`src/hdl/rcube_fifo.sv`:
```
// Small first-in first-out queue of flat words.
// Depends on nothing; used for the work queue and the result queue.
`default_nettype none
module rcube_fifo #(
    parameter int WIDTH = 8,
    parameter int DEPTH = 4
) (
    input  wire logic             clk,
    input  wire logic             rst_n,
    input  wire logic             push,
    input  wire logic [WIDTH-1:0] wdata,
    output logic                  full,
    input  wire logic             pop,
    output logic [WIDTH-1:0]      rdata,
    output logic                  empty
);
    localparam int PW = (DEPTH > 1) ? $clog2(DEPTH) : 1;
    localparam int CW = $clog2(DEPTH + 1);

    logic [WIDTH-1:0] mem [DEPTH];
    logic [PW-1:0]    wptr_reg, rptr_reg;
    logic [CW-1:0]    count_reg;
    logic             wr, rd;

    assign full  = (count_reg == CW'(DEPTH));
    assign empty = (count_reg == '0);
    assign wr    = push && !full;
    assign rd    = pop && !empty;
    assign rdata = mem[rptr_reg];

    always_ff @(posedge clk)
    begin
        if (wr)
        begin
            mem[wptr_reg] <= wdata;
        end
    end

    always_ff @(posedge clk or negedge rst_n)
    begin
        if (!rst_n)
        begin
            wptr_reg  <= '0;
            rptr_reg  <= '0;
            count_reg <= '0;
        end
        else
        begin
            if (wr)
            begin
                wptr_reg <= (wptr_reg == PW'(DEPTH - 1)) ? '0 : wptr_reg + 1'b1;
            end
            if (rd)
            begin
                rptr_reg <= (rptr_reg == PW'(DEPTH - 1)) ? '0 : rptr_reg + 1'b1;
            end
            if (wr && !rd)
            begin
                count_reg <= count_reg + 1'b1;
            end
            else if (rd && !wr)
            begin
                count_reg <= count_reg - 1'b1;
            end
        end
    end
endmodule
`default_nettype wire

```
`config.mk`:
```
export PLATFORM = sky130hd
export DESIGN_NAME = rcube_fifo
export DESIGN_NICKNAME = d
export VERILOG_FILES = /design/src/hdl/rcube_fifo.sv
export SDC_FILE = /design/constraint.sdc
export NUM_CORES = 1
export LEC_CHECK = 0
export ABC_CLOCK_PERIOD_IN_PS = 2400
export BUFFER_PORTS_ARGS = -buffer_cell sky130_fd_sc_hd__buf_2
export CORE_MARGIN = 3
export CORE_UTILIZATION = 55
export DETAILED_ROUTE_END_ITERATION = 6
export PLACE_DENSITY = 0.77
export SYNTH_ARGS = -nofsm -noshare
export SYNTH_HDL_FRONTEND = slang
export SYNTH_SLANG_ARGS = --single-unit
```
`constraint.sdc`:
```
create_clock -name clk -period 2.4 [get_ports clk]
set_input_delay 0.12 -clock clk [delete_from_list [all_inputs] [get_ports clk]]
set_output_delay 0.12 -clock clk [all_outputs]
set_load 0.005 [all_outputs]
```
======== After elaboration in Yosys (flattened, before gate mapping) ========
Memory sizes are Yosys's and may differ from the RTL's.
Index checks and enable logic that the tools add are counted.
storage, ports and cells
  bits in writable memories ............... 32
  word-level logic and storage cells ...... 27
  memories ................................ 1
  bits in registers ....................... 7
memories
  name  depth  width  rd ports  clocked after memory_dff  write ports  RTL line  RTL
  mem   4      8      1         0                         1            20        logic [WIDTH-1:0] mem [DEPTH];
cells by class
  add/sub/neg operators ................... 4
  reduce and logical (&&, ||, !) cells .... 10
  muxes and demuxes ....................... 6
  equality and inequality tests ........... 3
operators with widths
  cell                                                                count
  3-bit two-way mux                                                   2
  2-bit by 1-bit adder with 2-bit output, second input constant       2
  2-bit == test, second input constant                                2
  1-bit logical AND                                                   4
  1-bit logical NOT                                                   4
  2-bit two-way mux                                                   2
  3-bit by 1-bit adder with 3-bit output, second input constant       1
  3-bit == test, second input constant                                1
  3-bit logical NOT                                                   1
  3-bit by 1-bit subtractor with 3-bit output, second input constant  1
  1-bit two-way mux                                                   2
  2-bit nonzero test                                                  1

======== Logic depth before layout (Yosys ltp) ========
Gate-level depths: netlist of run 1.
  word-level depth ........................ 7
  mapped depth ............................ 9
  gate-level depth less buffers ........... 8

======== Worst setup path before layout of run 1 ========
No wires, ideal clock.
  kind .................................... register to register
  start ................................... register count_reg[0]
  end ..................................... register count_reg[2]
  period minus slack after synthesis ...... 1938 ps
  slack ................................... 462 ps
  path buffers ............................ 0
  stages on the path, launching flop included .. 9
  arrival ................................. 1859 ps
  cell sequence ........................... dfrtp_1 nor3_1 nand2b_4 ha_1 inv_1 fa_1 xor2_1 nor2_1 xor2_1
on the way
  cells in the longest elaborated chain, start to end .. 6
  elaborated cells between the ends (all ways) .. 15
ends and longest elaborated chain
  what                                                     RTL line  RTL
  start, declared                                          22        logic [CW-1:0] count_reg;
  start signal, assigned                                   59        count_reg <= count_reg + 1'b1;
  start signal, assigned                                   63        count_reg <= count_reg - 1'b1;
  3-bit logical NOT (*)                                    26        assign empty = (count_reg == '0);
  net empty                                                15        output logic empty
  1-bit logical NOT (*)                                    28        assign rd = pop && !empty;
  1-bit logical AND (*)                                    28
  1-bit logical NOT                                        57        if (wr && !rd)
  1-bit logical AND                                        57
  3-bit two-way mux or 2-bit nonzero test (tied branches)  -
The timed path passes the listed nets; every way through them passes the cells marked *. The select of a mux whose other input is x is not followed.
A chain may end at the register's enable or synchronous reset.

======== Worst setup path in the final report of run 1 ========
  start ................................... register count_reg[2]
  end ..................................... register count_reg[2]
on the way
  cells in the longest elaborated chain, start to end .. 6
  elaborated cells between the ends (all ways) .. 15
ends and longest elaborated chain
  what
  branches (longest 6 deep; another with 3-bit by 1-bit subtractor with 3-bit output)
Several ways; the timed one is not identified. The select of a mux whose other input is x is not followed.

==> results of run 1 <==
## logic make-up (layout without fill, tap and decap cells)
kind of cell | Yosys count | count (layout) | share of synthesized area
muxes | 13 | 13 | 0.1506
xor gates and xnor gates | 3 | 3 | 0.01622
DFF | 39 | 39 | 0.7012
buffers and inverters | 6 | 41 | 0.01930
adders and majority gates | 7 | 7 | 0.05869
and+or+nand+nor | 11 | 11 | 0.05405
## final timing paths
kind                           endpoint         start  cells past startpoint
max                        count_reg[2]  count_reg[2]                      8
min                         rptr_reg[1]           pop                      3
max reg2reg                count_reg[2]  count_reg[2]                      8
min reg2reg                count_reg[2]  count_reg[2]                      1
max in group asynchronous  count_reg[0]         rst_n                      2
min in group asynchronous   wptr_reg[0]         rst_n                      2
## metrics by stage
step	cells	area, µm²	hold slack (ps)
6_report	145	1936	134.5
5_1_grt	145	1936	129.9
4_1_cts	145	1936	123.0
3_5_place_dp	128	1744	-33.37
3_3_place_gp	128	1744	-36.29
2_1_floorplan	79	1620	-175.6
## final cells by class
type	count	area (µm²)
Inverter	3	11.26
Clock inverter	2	60.06
Fill cell	182	845.8
Sequential cell	39	1136
Tap cell	31	38.79
Clock buffer	6	41.29
Timing Repair Buffer	30	195.2
Multi-Input combinational cell	34	452.9
## per-layer routing
layer | track usage | share of wire
met3 | 0.04968 | 0.049
met4 | 0.08544 | 0.021
met1 | 0.2182 | 0.45
met2 | 0.2654 | 0.48
met5 | 0 | 0
## layout by cell type (no fill, tap or decap)
master	instances
sky130_fd_sc_hd__inv_1	3
sky130_fd_sc_hd__nor3_1	1
sky130_fd_sc_hd__ha_1	6
sky130_fd_sc_hd__xor2_1	2
sky130_fd_sc_hd__fa_1	1
sky130_fd_sc_hd__bufinv_16	2
sky130_fd_sc_hd__nand2b_4	1
sky130_fd_sc_hd__mux4_2	8
sky130_fd_sc_hd__edfxtp_1	32
sky130_fd_sc_hd__mux2_4	2
sky130_fd_sc_hd__nor2_1	3
sky130_fd_sc_hd__and2_2	4
sky130_fd_sc_hd__clkbuf_1	1
sky130_fd_sc_hd__xnor2_1	1
sky130_fd_sc_hd__dfrtp_1	7
sky130_fd_sc_hd__buf_2	21
sky130_fd_sc_hd__nor3b_4	1
sky130_fd_sc_hd__mux2_2	3
sky130_fd_sc_hd__clkbuf_4	5
sky130_fd_sc_hd__dlygate4sd3_1	9
sky130_fd_sc_hd__nor2b_2	1
## report_power, final
part | switching (mW) | leakage [nW] | internal [mW]
clock network | 0.207 | 0.0525 | 0.325
registers | 0.164 | 0.375 | 0.915
logic | 0.260 | 0.316 | 0.403
## repair_timing
item                                   in CTS  in global routing
hold buffers                                9                  0
endpoints found under the hold margin      39                  0
setup endpoints to repair                   0                  0
gates resized for setup                     0                  0
## worst register-to-register path, cell delays in order (launching register included)
cell	delay, ps
sky130_fd_sc_hd__dfrtp_1	430
sky130_fd_sc_hd__nor3b_4	170
sky130_fd_sc_hd__nor2b_2	270
sky130_fd_sc_hd__ha_1	240
sky130_fd_sc_hd__inv_1	60
sky130_fd_sc_hd__fa_1	380
sky130_fd_sc_hd__xor2_1	150
sky130_fd_sc_hd__nor2_1	110
sky130_fd_sc_hd__xor2_1	150
==> results.md, run 1 <==
* Wire length of the first global-routing pass at a little over 4 mm
* Y dimension of the die at 60.28 µm
* Area inside the core boundary at 2781 µm²
* Data required, critical path at 2670 ps
* Total of flip-flops plus latches after synthesis at 39
* Total via count in the routed design at 797
* Maximum fanout count along the critical path at 7
* Router iterations before antenna repair at 4
* Predominant post-synthesis flop cell: sky130_fd_sc_hd__edfxtp_1
* Worst setup margin at 381.9 ps
* Final global-route overflow total at 0
* Maximum clock frequency at slightly below 0.5 GHz
* Share of the synthesized area in the top cell type at 0.5931
* Crit share post-route at 0.8409
* Global-route total usage across every layer at 0.1707
* Setup-violating endpoint count in the final report at 0
* Total negative setup slack at 0 ps
* Post-synthesis async set-or-reset flop share at 0.1795
* Per-instance average area after synthesis at 20.51 µm²
* Slew HR at 0.5970
* Num CTS Buffers at 5
* Root buffer selected by CTS: sky130_fd_sc_hd__clkbuf_4
* Buffers inserted by post-CTS timing repair at 0
* Number of antenna violations at the first check in global routing at 0
* Post-synthesis to final-layout area growth at 19.46%
* Run status: finished, final reports clean
* Starting density of the core at 0.5825
* DRC Markers at 0
* Leakage power at 0.7436 nW
* Worst Setup End Kind: register
* Die span in x at 60.28 µm
* Slowest cell on crit path: sky130_fd_sc_hd__dfrtp_1
* Top post-synthesis cells by count: sky130_fd_sc_hd__edfxtp_1 (32), sky130_fd_sc_hd__mux4_2 (8), sky130_fd_sc_hd__dfrtp_1 (7), sky130_fd_sc_hd__ha_1 (6), sky130_fd_sc_hd__and2_2 (4)
* Clk sinks at 39
* Cell family contributing the most delay on the critical path: adder cells
* Area of the mapped netlist at 1620 µm²
* Pwr per Cell Area at roughly 1200 nW/µm²
* Post-route total power at between 2 and 2.5 mW
* Worst path most repeated cell: sky130_fd_sc_hd__xor2_1
* Clock-pin slew of the registers on the worst-case setup and hold paths at between 100 and 150 ps
* Number of rows in the core area at 19
* Sequential cell area fraction in the yosys report at 0.7012
* Worst-case register-to-register setup slack at around 380 ps
* TritonCTS clock tree: yes
* Stage delay of the slowest cell on the critical path at 430 ps
* Final setup skew at 12.34 ps
* Transition time of the tightest slew-check pin at 604.5 ps
* Yosys warning total at 0
* Post-synth top area cell: sky130_fd_sc_hd__edfxtp_1
* Net Count, Synth at just under 100
* Worst Setup Start Kind: register
* Utilization after layout at 0.6959
* Largest net degree at the start of global routing at 13
* Antenna diode count at 0
* Fin. max-slew vios at 0
* Layout cells sized above 1 at 0.4211
* Number of failing hold endpoints at the final stage at 0
* Worst path arrival time at roughly 2300 ps
* I/O pin total at 22
* Most frequent cell after synthesis: sky130_fd_sc_hd__edfxtp_1
* Maximum root-to-sink buffer count at 2
* H-tree levels at 2
* Post-Synthesis Cells at 79
* Ranking of synthesized cells by area: sky130_fd_sc_hd__edfxtp_1 (59%), sky130_fd_sc_hd__mux4_2 (11%), sky130_fd_sc_hd__dfrtp_1 (11%)
* RD Place Congestion at 0.6704
* Sum of net half-perimeters after detailed placement at 1.551 mm
* Initial DRC Count at 14
* Worst VDD drop at 0.0008487 V
* Number of nets in the finished design at 132
* Number of synthesized flops with an enable pin at 32
* Clock insertion delay at the later pin of the skew report at 340 ps
* Cell Chain, Critical Path: nor3b_4 > nor2b_2 > ha_1 > inv_1 > fa_1 > xor2_1 > nor2_1 > xor2_1
* Wire length per cell after detailed routing at 17.12 µm
* Vias in the first global route at 841
* Count of buffers from port buffering at 21
* Number of vias per cell at 5.497
* Total wire length after detailed routing at 2.483 mm
* Count of different cell masters after synthesis at 19
* Minimum setup slack after placement at 427.7 ps
* Type of the worst setup path: register to register
* Max FFs per register at 32
* Worst min-delay path class: input port to register
* Die Outline Area at between 3000 and 4000 µm²
* Fin crit period at a little over 2000 ps
* Max cap viols at 0
* Number of buffer and inverter instances along the worst setup path at 1
* Count of nets left with antenna violations after detail routing at 0
* Setup repair after global routing missed its margin: no
Note: power is estimated with default switching activity, not from simulation.
==> run 2, diff against run 1 <==
- ABC_AREA: default -> 1
- ABC_CLOCK_PERIOD_IN_PS: 2400 -> 1860
- PLACE_DENSITY: 0.77 -> 0.76
- clock period: 2.4 -> 1.86 ns (I/O delays scaled with it)
==> run 2 against run 1 <==
Net effect: critical endpoint unchanged; fmax is 14% higher; hold slack worse by 110 ps; highest routed layer unchanged; largest power group unchanged; flip-flop and latch count stayed put; global-route usage is 0.33 points lower; clock power is 28% lower.
==> results.md, run 2 <==
* Post-synthesis to final-layout area growth at 18.28%
* Sum of net half-perimeters after detailed placement at 2.115 mm
* Cell family contributing the most delay on the critical path: adder cells
* Count of buffers from port buffering at 21
* Post-synth top area cell: sky130_fd_sc_hd__edfxtp_1
* Non-Filler Cell Area, Final at 2081 µm²
* Slew HR at 0.7082
* Yosys warning total at 0
* Wire length per cell after detailed routing at 12.96 µm
* Total via count in the routed design at 1155
* Stage delay of the slowest cell on the critical path at ~450 ps
* Maximum root-to-sink buffer count at 2
* Type of the worst setup path: register to register
* Predominant post-synthesis flop cell: sky130_fd_sc_hd__edfxtp_1
* Minimum setup slack after placement at 43.74 ps
* Setup-violating endpoint count in the final report at 0
* Max cap viols at 0
* Maximum clock frequency at roughly 0.56 GHz
* Die Outline Area at 3913 µm²
* Utilization after layout at 0.7174
* Share of the synthesized area in the top cell type at 0.5462
* Sequential cell area fraction in the yosys report at 0.6458
* Clock insertion delay at the later pin of the skew report at 330 ps
* Slowest cell on crit path: sky130_fd_sc_hd__dfrtp_2
* Final setup skew at 5.690 ps
* Data required, critical path at approximately 2100 ps
* Root buffer selected by CTS: sky130_fd_sc_hd__clkbuf_4
* Worst path arrival time at 2010 ps
* Worst min-delay path class: input port to register
* Worst VDD drop at 0.0008042 V
* Post-placement cell area at 1913 µm²
* Fin. max-slew vios at 0
* Post-Synthesis Cells at 154
* Maximum fanout count along the critical path at 4
* TritonCTS clock tree: yes
* Final global-route overflow total at 0
* Area of the mapped netlist at between 1500 and 2000 µm²
* Num CTS Buffers at 5
* Compound-cell area share of the yosys netlist at 0.07397
* Number of synthesized flops with an enable pin at 32
* Router iterations before antenna repair at 4
* Number of rows in the core area at 19
* Net Count, Synth at 173
* Count of different cell masters after synthesis at 16
* Ranking of synthesized cells by area: sky130_fd_sc_hd__edfxtp_1 (55%), sky130_fd_sc_hd__dfrtp_1 (10%), sky130_fd_sc_hd__nand2_1 (8.1%)
* Global-route total usage across every layer at 0.1674
* Leakage power at around 0.94 nW
* I/O pin total at 22
* Multiplexer fraction of the synthesized cell area at 0
* Most common cell after layout, fill and taps aside: sky130_fd_sc_hd__nand2_1
* Crit share post-route at 0.9541
* Number of nets in the finished design at 213
* DRC Markers at 0
* Initial DRC Count at 22
* Worst path most repeated cell: sky130_fd_sc_hd__nand2_1
* Most frequent cell after synthesis: sky130_fd_sc_hd__nand2_1
* Wire length of the first global-routing pass at 5.064 mm
* RD Place Congestion at 0.7314
* Layout cells sized above 1 at 0.2205
* Worst setup margin at ~85 ps
* Combinational family with the most area after synthesis: simple AND/OR/NAND/NOR gates
* Clk sinks at 39
* Total of flip-flops plus latches after synthesis at 39
* Y dimension of the die at 62.56 µm
* Post-synthesis async set-or-reset flop share at 0.1795
* Number of fill cells in the layout at 220
* Fin crit period at 1775 ps
* Number of vias per cell at 4.873
* Run status: finished, final reports clean
* Post-synthesis xor/xnor area fraction at 0.004979
* Pwr per Cell Area at 1385 nW/µm²
* Per-instance average area after synthesis at around 11 µm²
* Simple-gate area share of the yosys netlist at 0.1209
* Number of buffer and inverter instances along the worst setup path at 2
* Leading cell types in the layout, fill and taps excluded: sky130_fd_sc_hd__nand2_1 (37), sky130_fd_sc_hd__edfxtp_1 (32), sky130_fd_sc_hd__inv_1 (29), sky130_fd_sc_hd__buf_2 (21), sky130_fd_sc_hd__o211ai_1 (15)
* Total wire length after detailed routing at 3.071 mm
* H-tree levels at 2
* Post-route total power at 2.882 mW
* Count of nets left with antenna violations after detail routing at 0
* Cell Chain, Critical Path: inv_2 > nand3_2 > nand2_2 > ha_1 > inv_1 > fa_1 > nand2_1 > nand3_1 > nand2_1 > nand2_1
* Number of failing hold endpoints at the final stage at 0
* Largest net degree at the start of global routing at 21
* Worst Setup End Kind: register
* Max FFs per register at 32
* Antenna diode count at 0
* Clock-pin slew of the registers on the worst-case setup and hold paths at 100 ps
* Vias in the first global route at ~1200
* Die span in x at 62.56 µm
* Worst Setup Start Kind: register
* Area inside the core boundary at 2900 µm²
* Adder-cell area share of the yosys netlist at 0.05405
* Number of antenna violations at the first check in global routing at 0
* Starting density of the core at 0.6066
* Top post-synthesis cells by count: sky130_fd_sc_hd__nand2_1 (38), sky130_fd_sc_hd__edfxtp_1 (32), sky130_fd_sc_hd__inv_1 (31), sky130_fd_sc_hd__o211ai_1 (15)
* Transition time of the tightest slew-check pin at 437.7 ps
## run 2: cell types whose count changed in the layout (fill, tap and decap cells not counted), moves of 5 or more
cell and delta:
sky130_fd_sc_hd__o211ai_1 +15, sky130_fd_sc_hd__buf_4 +8, sky130_fd_sc_hd__nand2_1 +37, sky130_fd_sc_hd__nand3_1 +5
sky130_fd_sc_hd__inv_1 +26, sky130_fd_sc_hd__mux4_2 -8
## run 2: report_power, final
| part | internal, mW | leakage (nW) | switching [mW] |
|---|---|---|---|
| logic | 0.498 | 0.532 | 0.684 |
| registers | 1.17 | 0.377 | 0.146 |
| clock network | 0.140 | 0.0273 | 0.242 |
| total | 1.81 | 0.936 | 1.07 |
## run 2: kinds of logic (layout without fill, tap and decap cells)
group                      after synthesis  after routing
DFF                                     39             39
buffers and inverters                   37             78
AOI/OAI and AO/OA                       17             17
xor gates and xnor gates                 1              1
and+or+nand+nor                         53             53
adders and majority gates                7              7
## run 2: area by class of cell
type / count / area, µm² / share of cell area
Sequential cell: 39 / 1137 / 0.5466
Timing Repair Buffer: 38 / 255.2 / 0.1227
Multi-Input combinational cell: 78 / 466.7 / 0.2243
Tap cell: 42 / 52.55 / 0.02526
Clock buffer: 6 / 41.29 / 0.01984
Inverter: 32 / 120.1 / 0.05773
Clock inverter: 2 / 7.507 / 0.003608
## run 2: path summary, 6_finish.rpt
check,from,endpoint,slack [ps],cells past startpoint
worst max-delay path,count_reg[0],count_reg[2],90,10
worst min-delay path,push,wptr_reg[1],30,3
worst max register to register,count_reg[0],count_reg[2],90,10
worst min register to register,wptr_reg[1],wptr_reg[1],560,2
max in group asynchronous,rst_n,count_reg[0],1580,2
min in group asynchronous,rst_n,wptr_reg[1],110,2
## run 2: timing repair
item	in CTS	in global routing
setup endpoints to repair	0	2
buffers inserted	0	1
hold buffers	9	0
resized for setup	0	7
hold endpoints to repair	39	0
## run 2: metal layers
layer  track usage  wire [µm]  vias up
li1              -          -      585
met1        0.1874       1288      538
met2        0.2956       1592       22
met3       0.05216        112       10
met4       0.06612         78        0
met5             0          0        -
## run 2: stage by stage
stage | setup TNS (ps) | hold slack, ps | instances
finish | 0 | 29.37 | 237
global route | -21.50 | 19.90 | 237
CTS | 0 | 9.270 | 236
detailed placement | 0 | -62.26 | 219
global placement | 0 | -65.23 | 219
floorplan | 0 | -202.6 | 154
## run 2: worst reg2reg max path, cell delays in order, from the launching register on
cell and delay, ps:
sky130_fd_sc_hd__dfrtp_2 450, sky130_fd_sc_hd__inv_2 110, sky130_fd_sc_hd__nand3_2 130, sky130_fd_sc_hd__nand2_2 110, sky130_fd_sc_hd__ha_1 160, sky130_fd_sc_hd__inv_1 60
sky130_fd_sc_hd__fa_1 370, sky130_fd_sc_hd__nand2_1 100, sky130_fd_sc_hd__nand3_1 70, sky130_fd_sc_hd__nand2_1 60, sky130_fd_sc_hd__nand2_1 50
